==> src/design/sic_pkg.sv <==
// ----------------------------------------------------------------------------
// sic_pkg: shared types and constants for the segment intersection counter
// Coordinates, stored segment format, and the front/back queue word.
// ----------------------------------------------------------------------------
package sic_pkg;

    localparam int MAX_SEGMENTS = 256;
    localparam int COORD_BITS   = 12;
    localparam int IDX_BITS     = $clog2(MAX_SEGMENTS);
    localparam int CNT_BITS     = IDX_BITS + 1;
    localparam int SEG_BITS     = 4 * COORD_BITS;
    localparam int PAIR_BITS    = 15;
    localparam logic [PAIR_BITS-1:0] PAIR_MAX = {PAIR_BITS{1'b1}};
    localparam logic [11:0] NEAR_RESET = 12'd5;
    localparam int QDEPTH       = 2;

    // Signed widths for the cross product terms
    localparam int DIF_BITS  = COORD_BITS + 1;
    localparam int PROD_BITS = 2 * DIF_BITS;

    typedef struct packed {
        logic [11:0] start_x;
        logic [11:0] start_y;
        logic [11:0] end_x;
        logic [11:0] end_y;
        logic        last_segment;
    } in_word_t;

    typedef struct packed {
        logic [PAIR_BITS-1:0] pair_count;
        logic                 overflow;
    } out_word_t;

    typedef struct packed {
        logic [COORD_BITS-1:0] x0;
        logic [COORD_BITS-1:0] y0;
        logic [COORD_BITS-1:0] x1;
        logic [COORD_BITS-1:0] y1;
    } seg_t;

    // Queue word: classified by the front part
    typedef struct packed {
        seg_t seg;
        logic store;   // segment fits, test and store it
        logic last;    // emit and clear after this one
    } job_t;

endpackage

==> src/design/sic_front.sv <==
// ----------------------------------------------------------------------------
// sic_front: input classifier and job queue
// Tracks the set fill level, marks segments that fit, queues jobs.
// ----------------------------------------------------------------------------
module sic_front import sic_pkg::*; (
    input  logic     clk,
    input  logic     rst_n,
    input  logic     start,
    input  in_word_t in_word,
    output logic     busy,
    output logic     job_valid,
    output job_t     job,
    input  logic     job_pop
);

    logic [CNT_BITS-1:0] fill_reg, fill_next;
    job_t                q_reg [QDEPTH];
    logic [1:0]          qcnt_reg, qcnt_next;
    logic                push;
    job_t                new_job;

    assign busy      = (qcnt_reg == 2'(QDEPTH));
    assign push      = start && !busy;
    assign job_valid = (qcnt_reg != 2'd0);
    assign job       = q_reg[0];

    // Classify: store only while the set has room
    always_comb
    begin
        new_job.seg.x0 = in_word.start_x[COORD_BITS-1:0];
        new_job.seg.y0 = in_word.start_y[COORD_BITS-1:0];
        new_job.seg.x1 = in_word.end_x[COORD_BITS-1:0];
        new_job.seg.y1 = in_word.end_y[COORD_BITS-1:0];
        new_job.store  = (fill_reg < CNT_BITS'(MAX_SEGMENTS));
        new_job.last   = in_word.last_segment;
        fill_next = fill_reg;
        if (push)
        begin
            if (in_word.last_segment)
                fill_next = '0;
            else if (new_job.store)
                fill_next = fill_reg + 1'b1;
        end
        qcnt_next = qcnt_reg + {1'b0, push} - {1'b0, job_pop};
    end

    always_ff @(posedge clk or negedge rst_n)
    begin
        if (!rst_n)
        begin
            fill_reg <= '0;
            qcnt_reg <= '0;
        end
        else
        begin
            fill_reg <= fill_next;
            qcnt_reg <= qcnt_next;
        end
    end

    // Two-entry shift queue payload
    always_ff @(posedge clk)
    begin
        if (job_pop)
        begin
            // push with pop only happens with one word queued
            if (push)
                q_reg[0] <= new_job;
            else
                q_reg[0] <= q_reg[1];
        end
        else if (push)
        begin
            q_reg[qcnt_reg[0]] <= new_job;
        end
    end

endmodule

==> config.mk <==
export PLATFORM = sky130hd
export DESIGN_NAME = sic_front
export DESIGN_NICKNAME = d
export VERILOG_FILES = /design/src/design/sic_pkg.sv /design/src/design/sic_front.sv
export SDC_FILE = /design/constraint.sdc
export NUM_CORES = 1
export LEC_CHECK = 0
export ABC_AREA = 1
export BUFFER_PORTS_ARGS = -buffer_cell sky130_fd_sc_hd__clkbuf_2
export CORE_MARGIN = 1
export CORE_UTILIZATION = 45
export CTS_CLUSTER_DIAMETER = 80
export CTS_CLUSTER_SIZE = 30
export DETAILED_ROUTE_END_ITERATION = 10
export GPL_ROUTABILITY_DRIVEN = 1
export GPL_TIMING_DRIVEN = 0
export PLACE_DENSITY_LB_ADDON = 0.05
export SETUP_SLACK_MARGIN = 0.4
export SLEW_MARGIN = 20
export SYNTH_ARGS = -nofsm -noshare
export SYNTH_HDL_FRONTEND = slang
export SYNTH_SLANG_ARGS = --single-unit
==> constraint.sdc <==
create_clock -name clk -period 5.5 [get_ports clk]
set_clock_uncertainty 0.2 [all_clocks]
set_input_delay 1.375 -clock clk [delete_from_list [all_inputs] [get_ports clk]]
set_output_delay 1.375 -clock clk [all_outputs]
set_load 0.03 [all_outputs]
== Word-level counts from Yosys, hierarchy flattened ==
Memory sizes are Yosys's and may differ from the RTL's.
Index checks and enable logic that the tools add are counted.
Storage, ports and cells
  register bits after elaboration: 11
  bits in latches: 0
  memory bits (writable): 100
  bits in read-only memories: 0
  output and inout port bits: 52
  memories kept: 1
Operators by class
  add/subtract/negate cells: 3
  $mul: 0
  div/mod/pow operators: 0
  $lt $le $gt $ge: 1
  equal/unequal tests: 1
  shift operators: 0
  multiplexer cells: 14
  bitwise operators: 1
  reductions and logical operators: 6
Memory list
  q_reg: words 2, bits a word 50, rd ports 2, clocked after memory_dff 0, write ports 1, RTL line sic_front.sv:17  | job_t q_reg [QDEPTH];
Operators by type and width (number)
  $mux W50: 2
  $reduce_or A50 Y1: 1
  $mux W9: 2
  $mux W1: 10
  $add A9 B1 Y9 const B: 1
  $lt A9 B9 Y1 const B: 1
  $reduce_bool A2 Y1: 2
  $add A2 B1 Y2: 1
  $eq A2 B2 Y1 const B: 1
  $reduce_and A2 Y1: 1
  $sub A2 B1 Y2: 1
  $logic_and A1 B1 Y1: 1
  $logic_not A1 Y1: 1
  $or A1 B1 Y1: 1

== Longest topological paths before layout ==
  depth in word-level cells: 8
  depth in mapped cells: 10
  gate-level depth less buffers: 9

== Worst setup path before layout ==
OpenSTA, ideal clock, no wires.
  path type: input port to flip-flop
  start: input start
  end: memory q_reg[0][0] (netlist name), enable pin
  setup time: 0.458 ns
  data arrival time: 4.731 ns
  path slack: 0.111 ns
  stages on the path: 6
  buffers on the path: 0
  cells stage by stage: nand2_4 inv_1 ha_1 nand2_1 inv_1 nor2_1
On the way
  cells in the longest elaborated chain, start to end: 6
  elaborated cells on any way between the ends: 13
  those cells by class: 10 x mux; 1 x bitwise; 2 x reduce/logical
RTL lines
  start, declared: RTL line sic_front.sv:8  | input logic start,
  $logic_and A1 B1 Y1 *: RTL line sic_front.sv:23  | assign push = start && !busy;
  $mux W1 (on tied branches): RTL line sic_front.sv:67, sic_front.sv:72
  $mux W1: RTL line sic_front.sv:64  | if (job_pop)
  $mux W1 (on tied branches): RTL line sic_front.sv:74, sic_front.sv:68, sic_front.sv:70
  $reduce_or A50 Y1 (no source line) / $or A1 B1 Y1 (equally long branches)
  $mux W1 (no source line)
  end, declared: RTL line sic_front.sv:17
Every way passes the cells marked *; elsewhere a longest branch is shown, timed or not.

== Final worst setup path ==
  start: input start
  end: memory q_reg[0][40] (netlist name), enable pin
Same word-level chain as after synthesis.

==> flow_summary_export.csv <==
group,metric,value,unit
clock_tree,numCtsBuffers,9,
critical_path,r2r_setup_slack,2730,ps
global_routing,track_usage,14.49,%
clock_tree,cts_buffer_depth,2,
die,dieArea,0.01007,mm^2
detailed_routing,antenna_left,0,
global_routing,grt_max_degree,52,
sta,period_minus_slack,3309,ps
die,initial_core_util,46.86,%
clock_tree,htreeDepth,3,
status,outcome,"completed",
logic_synthesis,syn_area,0.004350,mm^2
min_path,min_path_cells,1,
sta,finalCritPeriodShare,60.17,%
min_path,hp-start,"fill_reg[0]",
critical_path,crit_fanout,51,
sta,tightest_slew,712.3,ps
clock_tree,cts-root-buf,"clkbuf_8",
clock_tree,cts.sinks,111,
finish,final_util,57.12,%
sta,layout_setup_ws,2191,ps
logic_synthesis,syn_nets,306,
logic_synthesis,synth_most_common_cell,"edfxtp_1",
die,core,0.009284,mm^2
critical_path,cp.required,5380,ps
critical_path,cp.arrival,3190,ps
sta,holdWs,323.7,ps
sta,drv_slew,0,
detailed_routing,vias,2344,
detailed_routing,wl_per_cell,14.11,um
power_and_ir_drop,ir_drop,0.2434,mV
min_path,hold_path_class,"flop to flop",
logic_synthesis,synth_area_leader_cell,"edfxtp_1",
power_and_ir_drop,power.leakage,2.164,nW
sta,setup_viol_count_final,0,
clock_tree,postCtsSetupRepairBufs,0,
detailed_routing,via_per_inst,4.707,
logic_synthesis,yosysUniqueCellTypes,21,
logic_synthesis,synth.area.top_cells,"edfxtp_1 (69%), mux2_2 (11%), dfrtp_1 (6.3%)",
global_routing,grt_pass1_vias,2187,
global_routing,grt_antenna_before_repair,0,
global_routing,overflow,0,
logic_synthesis,synth_common_cells,"edfxtp_1 (100), mux2_2 (43), nand2_1 (20)",
die,die_h,100.3,um
die,die_w,100.3,um
die,placementRows,35,
critical_path,r2r_start,"qcnt_reg[0]",
sta,slew_headroom,52.51,%
clock_tree,clkLatencyLatePin,370,ps
logic_synthesis,synth_top_area_share,69.03,%
logic_synthesis,yosysWarnings,0,
critical_path,r2r_end,"q_reg[0][40]",
sta,rsz0062_at_grt,"false",
logic_synthesis,synth_seq_area_share,75.35,%
finish,nets,423,
finish,syn2layout_area_growth,21.89,%
sta,fmax,302.2,MHz
finish,drive_gt1_share,49.86,%
sta,tns,0,ps
detailed_routing,drtIter0Drc,51,
detailed_routing,drc,0,
logic_synthesis,syn_area_per_cell,17.61,um^2
critical_path,path_class,"primary input to flop",
detailed_routing,finalWirelength,7028,um
die,ios,105,
sta,final_hold_viol_count,0,
finish,antenna-diode-count,0,
logic_synthesis,synth-async-reset-ratio,9.910,%
logic_synthesis,synthCells,247,
power_and_ir_drop,p_per_area,454.9,mW/mm^2
detailed_routing,first_pass_iters,4,
critical_path,rr_worst_depth,10,
logic_synthesis,synth-main-ff-cell,"edfxtp_1",
flow_run,drv_cap,0,
logic_synthesis,ys_seq_elements,111,
critical_path,critPathCaptureType,"flop",
finish,largest_reg_flops,100,
clock_tree,ctsHoldBuffers,0,
critical_path,cp-start-kind,"primary input",
clock_tree,path_clk_slew,100,ps
place,dp_slack,1727,ps
clock_tree,cts_resized,0,
place,dpl.hpwl,4711,um
place,place.gp.congestion,0.8257,
min_path,min_to,"fill_reg[0]",
logic_synthesis,synth_edf_count,100,
place,numPortBuffers,104,
global_routing,grt_pass1_wl,10810,um
clock_tree,cts_tree,"yes",
placed cells by master (no fill, tap or decap):
master / netlist / routed
clkbuf_2: 0 / 104
edfxtp_1: 100 / 100
mux2_2: 43 / 43
nand2_1: 20 / 20
inv_1: 15 / 14
clkbuf_8: 5 / 14
nor2_1: 13 / 12
dfrtp_1: 11 / 11
nand3_1: 9 / 9
a21oi_1: 7 / 7
ha_1: 6 / 6
mux2_4: 5 / 5
nand2_2: 2 / 2
nand2_4: 2 / 2
xnor2_1: 2 / 2
nor2_4: 1 / 2
inv_8: 0 / 2
buf_16: 0 / 2
inv_4: 0 / 1
nor3_1: 1 / 1
or2_2: 1 / 1
buf_6: 1 / 1
o21ai_2: 1 / 1
a21boi_0: 1 / 1
nand4_1: 1 / 1
bufinv_16: 0 / 1
clkbuf_1: 0 / 1
inv_6: 0 / 1
clkinvlp_4: 0 / 1
clkinv_4: 0 / 1
stage by stage:
stage	instance area, um^2	total power [W]	std cells
2_1_floorplan	4353	0.001715	247
3_3_place_gp	5035	0.001907	480
3_5_place_dp	5097	0.001944	482
4_1_cts	5303	0.002449	498
5_1_grt	5303	0.002529	498
6_report	5303	0.002412	498
critical path, cell delays in order:
cell,delay [ps]
clkbuf_2,100
nand2_4,100
inv_1,90
ha_1,210
nand2_1,110
inv_4,240
nor2_4,540
buf_16,230
buf_16,170
metal layers:
| layer | up-vias | global-route usage [%] | share of wire, % |
|---|---|---|---|
| li1 | 1139 | - | - |
| met2 | 63 | 23.34 | 49 |
| met3 | 11 | 3.203 | 4.6 |
| met4 | 0 | 7.023 | 1.6 |
| met5 | - | 0 | 0 |
| met1 | 1131 | 18.70 | 45 |
worst max-delay path by stage:
stage               startpoint           end  slack [ps]  depth (start not counted)
finish                   start  q_reg[0][40]        2190                          9
global route             start  q_reg[0][37]        2040                          9
CTS                      start  q_reg[0][36]        2120                          9
detailed placement       start   q_reg[0][7]        1730                          9
global placement         start   q_reg[0][4]        -540                          7
floorplan                start   q_reg[0][0]         940                          6
where the power goes:
| group | internal [W] | switching, W | total, W |
|---|---|---|---|
| sequential | 0.00115 | 0.0000527 | 0.00121 |
| clock | 0.000220 | 0.000284 | 0.000504 |
| combinational | 0.000236 | 0.000465 | 0.000702 |
cells by family (layout without fill, tap and decap cells):
| group | count (synthesis) | after routing | synth area share, % |
|---|---|---|---|
| adders and majority gates | 6 | 6 | 1.726 |
| buffers and inverters | 21 | 143 | 3.135 |
| and+or+nand+nor | 50 | 50 | 5.349 |
| xor gates and xnor gates | 2 | 2 | 0.4027 |
| DFF | 111 | 111 | 75.35 |
| AOI/OAI and AO/OA | 9 | 9 | 1.179 |
| muxes | 48 | 48 | 12.86 |
cell type report:
class / count / area, um^2
Buffer: 6 / 80.08
Clock buffer: 10 / 127.6
Clock inverter: 6 / 77.57
Fill cell: 792 / 3981
Inverter: 15 / 58.81
Multi-Input combinational cell: 115 / 943.4
Sequential cell: 111 / 3278
Tap cell: 129 / 161.4
Timing Repair Buffer: 106 / 575.6
(Power assumes the default switching activity.)
